### src/rtl/core/hsvc_pkg.sv
// shared types and constants for the hsv to rgb converter
// no dependencies
package hsvc_pkg;

    localparam int COMPONENT_BITS = 16;

    // hue sector codes, sector five falls to the default routing
    localparam logic [2:0] SECT_RED    = 3'd0;
    localparam logic [2:0] SECT_YELLOW = 3'd1;
    localparam logic [2:0] SECT_GREEN  = 3'd2;
    localparam logic [2:0] SECT_CYAN   = 3'd3;
    localparam logic [2:0] SECT_BLUE   = 3'd4;

    typedef struct packed {
        logic s1;
        logic s2;
        logic s3;
        logic s4;
    } t_pipe_en;

endpackage

### src/rtl/core/hsvc_if.sv
// item channels of the hsv to rgb converter: hsv in, rgb out
// depends on hsvc_pkg for the default component width
interface hsvc_in_if #(
    parameter int W = hsvc_pkg::COMPONENT_BITS
);
    logic         valid;
    logic         ready;
    logic [W-1:0] hue;
    logic [W-1:0] saturation;
    logic [W-1:0] brightness;

    modport source (output valid, hue, saturation, brightness, input ready);
    modport sink   (input valid, hue, saturation, brightness, output ready);
endinterface

interface hsvc_out_if #(
    parameter int W = hsvc_pkg::COMPONENT_BITS
);
    logic         valid;
    logic         ready;
    logic [W-1:0] red;
    logic [W-1:0] green;
    logic [W-1:0] blue;

    modport source (output valid, red, green, blue, input ready);
    modport sink   (input valid, red, green, blue, output ready);
endinterface

### src/rtl/core/hsvc_datapath.sv
// four-stage arithmetic datapath: sector split, scaled products, routing
// depends on hsvc_pkg
module hsvc_datapath #(
    parameter int COMPONENT_BITS = hsvc_pkg::COMPONENT_BITS
) (
    input  logic                      i_clk,
    input  logic                      i_rst_n,
    input  hsvc_pkg::t_pipe_en        i_en,
    input  logic [COMPONENT_BITS-1:0] i_hue,
    input  logic [COMPONENT_BITS-1:0] i_saturation,
    input  logic [COMPONENT_BITS-1:0] i_brightness,
    output logic [COMPONENT_BITS-1:0] o_red,
    output logic [COMPONENT_BITS-1:0] o_green,
    output logic [COMPONENT_BITS-1:0] o_blue
);
    import hsvc_pkg::*;

    localparam int W = COMPONENT_BITS;
    localparam logic [W:0] FULL = {1'b1, {W{1'b0}}};

    // stage 1
    logic [W+2:0] h6;
    logic [2:0]   r1_sec;
    logic [W-1:0] r1_f;
    logic [W-1:0] r1_s;
    logic [W-1:0] r1_v;

    // stage 2
    logic [W:0]     full_minus_f;
    logic [W:0]     full_minus_s;
    logic [2*W-1:0] prod_sf;
    logic [2*W:0]   prod_sg;
    logic [2*W:0]   prod_m;
    logic [2:0]     r2_sec;
    logic [W-1:0]   r2_sf;
    logic [W-1:0]   r2_sg;
    logic [W-1:0]   r2_m;
    logic [W-1:0]   r2_v;

    // stage 3
    logic [W:0]   full_minus_sf;
    logic [W:0]   full_minus_sg;
    logic [2*W:0] prod_n;
    logic [2*W:0] prod_p;
    logic [2:0]   r3_sec;
    logic [W-1:0] r3_n;
    logic [W-1:0] r3_p;
    logic [W-1:0] r3_m;
    logic [W-1:0] r3_v;

    // stage 4
    logic [W-1:0] n_red;
    logic [W-1:0] n_green;
    logic [W-1:0] n_blue;
    logic [W-1:0] r_red;
    logic [W-1:0] r_green;
    logic [W-1:0] r_blue;

    assign h6 = (W+3)'({i_hue, 2'b00}) + (W+3)'({i_hue, 1'b0});

    always_ff @(posedge i_clk) begin
        if (i_en.s1) begin
            r1_sec <= h6[W+2:W];
            r1_f   <= h6[W-1:0];
            r1_s   <= i_saturation;
            r1_v   <= i_brightness;
        end
    end

    assign full_minus_f = FULL - {1'b0, r1_f};
    assign full_minus_s = FULL - {1'b0, r1_s};
    assign prod_sf = (2*W)'(r1_s) * (2*W)'(r1_f);
    assign prod_sg = (2*W+1)'(r1_s) * (2*W+1)'(full_minus_f);
    assign prod_m  = (2*W+1)'(r1_v) * (2*W+1)'(full_minus_s);

    always_ff @(posedge i_clk) begin
        if (i_en.s2) begin
            r2_sec <= r1_sec;
            r2_sf  <= prod_sf[2*W-1:W];
            r2_sg  <= prod_sg[2*W-1:W];
            r2_m   <= prod_m[2*W-1:W];
            r2_v   <= r1_v;
        end
    end

    assign full_minus_sf = FULL - {1'b0, r2_sf};
    assign full_minus_sg = FULL - {1'b0, r2_sg};
    assign prod_n = (2*W+1)'(r2_v) * (2*W+1)'(full_minus_sf);
    assign prod_p = (2*W+1)'(r2_v) * (2*W+1)'(full_minus_sg);

    always_ff @(posedge i_clk) begin
        if (i_en.s3) begin
            r3_sec <= r2_sec;
            r3_n   <= prod_n[2*W-1:W];
            r3_p   <= prod_p[2*W-1:W];
            r3_m   <= r2_m;
            r3_v   <= r2_v;
        end
    end

    always_comb begin
        unique case (r3_sec)
            SECT_RED: begin
                n_red = r3_v; n_green = r3_p; n_blue = r3_m;
            end
            SECT_YELLOW: begin
                n_red = r3_n; n_green = r3_v; n_blue = r3_m;
            end
            SECT_GREEN: begin
                n_red = r3_m; n_green = r3_v; n_blue = r3_p;
            end
            SECT_CYAN: begin
                n_red = r3_m; n_green = r3_n; n_blue = r3_v;
            end
            SECT_BLUE: begin
                n_red = r3_p; n_green = r3_m; n_blue = r3_v;
            end
            // magenta sector
            default: begin
                n_red = r3_v; n_green = r3_m; n_blue = r3_n;
            end
        endcase
    end

    always_ff @(posedge i_clk) begin
        if (i_en.s4) begin
            r_red   <= n_red;
            r_green <= n_green;
            r_blue  <= n_blue;
        end
    end

    assign o_red   = r_red;
    assign o_green = r_green;
    assign o_blue  = r_blue;

    a_zero_sat_m: assert property (@(posedge i_clk) disable iff (!i_rst_n)
        i_en.s2 && r1_s == '0 |=> r2_m == r2_v && r2_sf == '0 && r2_sg == '0)
        else $error("zero saturation did not give m equal to v");

    a_split_sum: assert property (@(posedge i_clk) disable iff (!i_rst_n)
        i_en.s2 |=> ((W+1)'(r2_sf) + (W+1)'(r2_sg)) <= {1'b0, $past(r1_s)})
        else $error("s*f plus s*(1-f) exceeds saturation");

endmodule

### src/rtl/core/hsv_to_rgb_converter.sv
// hsv to rgb converter: latency four register stages, an accepted item moves
// through r_vld[0] to r_vld[3], which drives o_rgb.valid; one item per clock
// sustained unless o_rgb.ready is low; the rate is set by the two multiplier
// stages, each fully pipelined; reset clears only the stage valid bits, the
// pipeline then reads empty; depends on hsvc_pkg, hsvc_if and hsvc_datapath
module hsv_to_rgb_converter #(
    parameter int COMPONENT_BITS = hsvc_pkg::COMPONENT_BITS
) (
    input  logic       i_clk,
    input  logic       i_rst_n,
    hsvc_in_if.sink    i_hsv,
    hsvc_out_if.source o_rgb
);
    import hsvc_pkg::*;

    logic [3:0] r_vld;
    t_pipe_en   en;

    always_comb begin
        en.s4 = !r_vld[3] || o_rgb.ready;
        en.s3 = !r_vld[2] || en.s4;
        en.s2 = !r_vld[1] || en.s3;
        en.s1 = !r_vld[0] || en.s2;
    end

    always_ff @(posedge i_clk) begin
        if (!i_rst_n) begin
            r_vld <= '0;
        end else begin
            if (en.s1) r_vld[0] <= i_hsv.valid;
            if (en.s2) r_vld[1] <= r_vld[0];
            if (en.s3) r_vld[2] <= r_vld[1];
            if (en.s4) r_vld[3] <= r_vld[2];
        end
    end

    assign i_hsv.ready = en.s1;
    assign o_rgb.valid = r_vld[3];

    hsvc_datapath #(
        .COMPONENT_BITS(COMPONENT_BITS)
    ) u_datapath (
        .i_clk       (i_clk),
        .i_rst_n     (i_rst_n),
        .i_en        (en),
        .i_hue       (i_hsv.hue),
        .i_saturation(i_hsv.saturation),
        .i_brightness(i_hsv.brightness),
        .o_red       (o_rgb.red),
        .o_green     (o_rgb.green),
        .o_blue      (o_rgb.blue)
    );

    a_accept_fills: assert property (@(posedge i_clk) disable iff (!i_rst_n)
        i_hsv.valid && i_hsv.ready |=> r_vld[0])
        else $error("accepted item not held in first stage");

    a_empty_takes: assert property (@(posedge i_clk) disable iff (!i_rst_n)
        !r_vld[0] |-> i_hsv.ready)
        else $error("empty first stage refuses an item");

    a_stall_holds: assert property (@(posedge i_clk) disable iff (!i_rst_n)
        r_vld[2] && r_vld[3] && !o_rgb.ready |=> r_vld[2] && r_vld[3])
        else $error("stalled item dropped from the pipeline");

endmodule

### src/flat_wrapper.sv
// flat-port wrapper written by rule: the top's interface ports become plain ports
module hsv_to_rgb_converter_flat import hsvc_pkg::*;
#(
    parameter int COMPONENT_BITS = hsvc_pkg::COMPONENT_BITS
)
  (i_clk, i_rst_n, i_hsv_valid, i_hsv_hue, i_hsv_saturation, i_hsv_brightness, i_hsv_ready, o_rgb_valid, o_rgb_red, o_rgb_green, o_rgb_blue, o_rgb_ready);
  hsvc_in_if i_hsv_i ();
  hsvc_out_if o_rgb_i ();
  input  logic i_clk;
  input  logic i_rst_n;
  input wire logic [$bits(i_hsv_i.valid)-1:0] i_hsv_valid;
  input wire logic [$bits(i_hsv_i.hue)-1:0] i_hsv_hue;
  input wire logic [$bits(i_hsv_i.saturation)-1:0] i_hsv_saturation;
  input wire logic [$bits(i_hsv_i.brightness)-1:0] i_hsv_brightness;
  output wire logic [$bits(i_hsv_i.ready)-1:0] i_hsv_ready;
  output wire logic [$bits(o_rgb_i.valid)-1:0] o_rgb_valid;
  output wire logic [$bits(o_rgb_i.red)-1:0] o_rgb_red;
  output wire logic [$bits(o_rgb_i.green)-1:0] o_rgb_green;
  output wire logic [$bits(o_rgb_i.blue)-1:0] o_rgb_blue;
  input wire logic [$bits(o_rgb_i.ready)-1:0] o_rgb_ready;
  assign i_hsv_i.valid = i_hsv_valid;
  assign i_hsv_i.hue = i_hsv_hue;
  assign i_hsv_i.saturation = i_hsv_saturation;
  assign i_hsv_i.brightness = i_hsv_brightness;
  assign i_hsv_ready = i_hsv_i.ready;
  assign o_rgb_valid = o_rgb_i.valid;
  assign o_rgb_red = o_rgb_i.red;
  assign o_rgb_green = o_rgb_i.green;
  assign o_rgb_blue = o_rgb_i.blue;
  assign o_rgb_i.ready = o_rgb_ready;
  hsv_to_rgb_converter #(.COMPONENT_BITS(COMPONENT_BITS)) u_core (.i_clk(i_clk), .i_rst_n(i_rst_n), .i_hsv(i_hsv_i), .o_rgb(o_rgb_i));
endmodule
### config.mk
export PLATFORM = sky130hd
export DESIGN_NAME = hsv_to_rgb_converter_flat
export DESIGN_NICKNAME = d
export VERILOG_FILES = /design/src/rtl/core/hsvc_pkg.sv /design/src/rtl/core/hsvc_if.sv /design/src/rtl/core/hsvc_datapath.sv /design/src/rtl/core/hsv_to_rgb_converter.sv /design/src/flat_wrapper.sv
export SDC_FILE = /design/constraint.sdc
export NUM_CORES = 2
export LEC_CHECK = 0
export BUFFER_PORTS_ARGS = -buffer_cell sky130_fd_sc_hd__buf_4
export CORE_MARGIN = 10
export CORE_UTILIZATION = 50
export CTS_CLUSTER_DIAMETER = 60
export DETAILED_ROUTE_END_ITERATION = 6
export PLACE_DENSITY = 0.78
export SLEW_MARGIN = 20
export SYNTH_ARGS = -nofsm -noshare
export SYNTH_HDL_FRONTEND = slang
export SYNTH_SLANG_ARGS = --single-unit
### constraint.sdc
create_clock -name i_clk -period 7.7 [get_ports i_clk]
set_input_delay 1.54 -clock i_clk [delete_from_list [all_inputs] [get_ports i_clk]]
set_output_delay 1.54 -clock i_clk [all_outputs]
set_load 0.005 [all_outputs]
After elaboration in Yosys (flattened, before gate mapping) --
Cells that the tools add are included. W data, S select, Z words.
Cells by class: $add $sub $neg 5, $mul 5, eq/ne operators 4, mux-type cells 3, reductions and logical operators 13
Operator list (number):
- $pmux W16 S3 | 3
- $mul A16 B17 Y32 | 4
- $sub A17 B16 Y17 const A | 4
- $mul A16 B16 Y32 | 1
- $add A18 B17 Y19 | 1
- $reduce_or A2 Y1 | 4
- $eq A3 B2 Y1 const B | 2
- $logic_not A1 Y1 | 4
- $logic_or A1 B1 Y1 | 4
- $eq A3 B1 Y1 const B | 1
- $eq A3 B3 Y1 const B | 1
- $logic_not A3 Y1 | 1
Storage, ports and cells: flip-flop bits (word level) 237, bits of input ports 52, output and inout bits 50, word-level logic and storage cells 51

Depth between registers and ports, before layout --
depth in word-level cells 5, depth in mapped cells 31, mapped depth without buffers 28

Modules after synthesis --
A second synthesis with hierarchy kept.
Unflattened totals: cells, all modules 5371, area, all modules 51224.1 sq um
By module, submodules not included:
- hsvc_datapath | instances 1, cells an instance 5354, area each 51060.2 sq um, sequential area each 6966.7 sq um
- hsv_to_rgb_converter | instances 1, cells an instance 17, area each 163.9 sq um, sequential area each 80.1 sq um

Worst setup path before layout --
OpenSTA, ideal clock, no wires.
kind register -> register, start point register u_core.u_datapath.r1_s[0], end point register u_core.u_datapath.r2_m[10], data pin, library setup time 0.261 ns, arrival 7.533 ns, required time 7.439 ns, setup slack -0.094 ns, stages on the path, launching flop included 28, buffers on the path 3, clock period less this slack 7.794 ns, cell sequence edfxtp_1 > buf_4 > clkbuf_1 > inv_1 > ha_1 > or3b_1 > or4_1 > xor2_1 > clkbuf_1 > nand2_1 > fa_1 > fa_1 > fa_1 > inv_1 > fa_1 > fa_1 > inv_1 > fa_1 > inv_1 > ha_1 > a21o_1 > a21oi_1 > nand2_1 > o311ai_4 > a311oi_4 > o31ai_2 > a211oi_2 > a311o_1
On the way: longest elaborated chain between the ends 2
Ends and longest elaborated chain:
- from (decl) | RTL line hsvc_datapath.sv:25 | logic [W-1:0] r1_s;
- from (signal assigned) | RTL line hsvc_datapath.sv:65 | r1_s <= i_saturation;
- $sub A17 B16 Y17 | RTL line hsvc_datapath.sv:71 | assign full_minus_s = FULL - {1'b0, r1_s};
- $mul A16 B17 Y32 | RTL line hsvc_datapath.sv:74 | assign prod_m = (2*W+1)'(r1_v) * (2*W+1)'(full_minus_s);
- via u_core.u_datapath.prod_m[26] | RTL line hsvc_datapath.sv:33 | logic [2*W:0] prod_m;
- to (signal assigned) | RTL line hsvc_datapath.sv:81 | r2_m <= prod_m[2*W-1:W];
- to (decl) | RTL line hsvc_datapath.sv:37 | logic [W-1:0] r2_m;
The timed path passes the listed nets, and every way through them passes these cells. A chain may end at the register's enable or synchronous reset.

Worst setup path after layout --
start point register u_core.u_datapath.r1_s[0], end point register u_core.u_datapath.r2_m[15], data pin
The elaborated chain is that of the path after synthesis.

==> results.toml <==
[floorplanning]
core_area_um2 = 101600
rows = 117
chipWidth_um = 339.5
initial_core_util = 0.5024
dieArea_um2 = 115300
io_pins = 102
fp.dieH_um = 339.5

[critical_path]
reg2reg_to = "u_core.u_datapath.r2_m[15]"
worst_path_largest_cell_delay_ps = 560
r2r_slack_ps = -1
r2r_cells = 28
endpoint_kind = "flip-flop"
worstSetupPathType = "flip-flop to flip-flop"
cp_slowest_cell = "fa_1"
r2r_start = "u_core.u_datapath.r1_s[0]"
cp_max_fo = 5
cp-start-kind = "flip-flop"
cp.arrival_ps = 8040
worstPathRequired_ps = 8040
cp_common_cell = "fa_1"

[final_layout]
final_common_cell = "inv_1"
fin_nets = 7022
areaGrowthSynthToFinish_pct = 9.849
drive_above_1_share = 0.09936
final_cell_mix = "inv_1 (1150), fa_1 (987), nand2_1 (771), and2_1 (571), ha_1 (505)"
num_antenna_cells = 0
fill_cells = 8598

[yosys]
synthCells = 5351
synth_compound_area_frac = 0.04052
yosysWarnings = 0
ys_types = 76
synth_top_family_by_area = "adder cells"
synth_edf_count = 232
synthMuxAreaShare = 0.01645
yosys_register_bits = 236
yosys.area_share.simple = 0.1587
synth_xor_area_frac = 0.02709
synth-main-ff-cell = "edfxtp_1"
async_flop_share = 0
synthAdderAreaFrac = 0.5152
seq_area_frac_synth = 0.1381
synth_fp_nets = 6910
syn_avg_cell_area_um2 = 9.539
syn-cell-area_um2 = 51040

[hold_path]
holdCritStartpoint = "u_core.u_datapath.r2_m[0]"
hp-class = "flip-flop to flip-flop"
whs_path_depth = 0
hold_end = "u_core.u_datapath.r3_m[0]"

[timing]
fin_skew_ps = 16.17
relSlewSlack = 0.2130
worst_pin_slew_ps = 1181
slew_violations = 0
fin_ws_ps = -1.277
rsz0062_at_grt = "yes"
period_needed_ps = 7701
min_period_over_period = 1.000
hold-worst-slack_ps = 419.9
fmax_ghz = 0.1298
hold_viol = 0
finalSetupViolations = 1

[grt]
grt_start_max_net_pins = 105
grt_pass1_wl_um = 208900
grt_usage = 0.2226
antenna_found_initial = 4
grt_pass1_vias = 39971
grt_overflow_total = 0

[placed_design]
portBuffers = 101
dp_hpwl_um = 101200
gp_congestion = 0.9633
dp_slack_ps = -98.14

[cts]
cts_root_buf = "clkbuf_16"
clk_latency_ps = 610
h-tree-depth = 1
clk_pin_slew_ps = 60
cts_tree = "yes"
cts.sinks = 236
cts_made_buffers = 28
clk_path_buf_depth = 3

[route]
num_vias = 37009
viasPerCell = 5.400
ant_nets = 0
wirelength_um = 128500
wl_per_cell_um = 18.75
first_pass_iters = 5
drc_errors = 0
drt_iter0_markers = 2903

[run_status]
violations = "negative setup slack"
status = "complete, but fails checks"

[job]
maxCapViolations = 0
[kinds of logic after synthesis]
logic type      count (synthesis)
simple gates                 1636
fa+ha+maj                    1507
buf+inv                      1412
compound gates                323
flops                         236
xor+xnor                      157
mux                            80
[final cells by class]
cell class,count,area (um^2),area share
repair buffers,338,2640,0.04708
flip-flops and latches,236,7047,0.1257
well taps,1368,1712,0.03053
clock buffers,34,753.2,0.01343
inverters,1156,4339,0.07739
clock inverters,18,236.5,0.004218
multi-input cells,3703,39340,0.7017
[synth_stat cells (all sizes together) (12+ instances only)]
master     n  area, um^2
nand2b    16       100.1
inv     1155        4335
nor3      41       236.5
clkbuf   235       883.3
or3       15       93.84
nor2b     32       200.2
nand2    777        2919
and2     573        3585
and3      34       212.7
nand4     16       100.1
nor4      13       102.6
xnor2    112       988.4
nand3     15       75.07
buf       21       88.83
o22ai     14       87.58
a31oi     12       75.07
ha       516        6456
nor2      82       307.8
fa       991       19840
a211oi    24       190.2
mux2      31       349.1
o21ai     75       375.4
mux2i     49       490.5
a21oi    105       529.3
xor2      45       394.1
a21o      20       150.1
edfxtp   232        6967
[critical path, delay by kind of cell, from the launching register on]
family | cells | cell delay, ps
flip-flops | 1 | 460
buffers and inverters | 7 | 790
multiplexers | 1 | 200
adder cells (fa/ha/maj) | 8 | 3530
XOR/XNOR | 1 | 220
AND/OR/NAND/NOR | 7 | 1350
AO/OA/AOI/OAI | 4 | 870
[worst max path at each step]
stage | start | cells past startpoint | slack [ps] | end
finish | u_core.u_datapath.r1_s[0] | 28 | -1 | u_core.u_datapath.r2_m[15]
global route | u_core.u_datapath.r1_s[0] | 28 | -250 | u_core.u_datapath.r2_m[15]
CTS | u_core.u_datapath.r2_sg[0] | 27 | 9 | u_core.u_datapath.r3_p[14]
detailed placement | u_core.u_datapath.r2_sf[0] | 28 | -100 | u_core.u_datapath.r3_n[13]
global placement | u_core.u_datapath.r1_s[1] | 25 | 130 | u_core.u_datapath.r2_m[15]
floorplan | u_core.u_datapath.r1_s[0] | 27 | 30 | u_core.u_datapath.r2_m[10]
[metal layers]
metal	track usage	vias to the layer above	wire length [um]
li1	-	16417	-
met1	0.2910	18679	51550
met2	0.3777	1609	61650
met5	0	-	12
met3	0.03411	302	10520
met4	0.07127	2	4782
[per-stage QoR]
stage / TNS (ps) / utilization / cell area (um^2) / std cells
after floorplan: 0 / - / 51050 / 5351
after detailed placement: -153.0 / 0.5325 / 54090 / 6763
final: -1.277 / 0.5519 / 56070 / 6853
after global placement: 0 / 0.5324 / 54090 / 6763
after CTS: 0 / 0.5431 / 55180 / 6817
after global routing: -1027 / 0.5519 / 56070 / 6853
[repair_timing]
action / CTS / global route
hold buffers: 0 / 0
setup endpoints to repair: 7 / 40
setup buffers: 2 / 35
pin swaps: 6 / 67
gates resized for setup: 14 / 112
endpoints found under the hold margin: 0 / 0
Power is left out: the tool's default activity adds up to more than one toggle a clock period on the data nets, which glitch-free logic cannot reach.
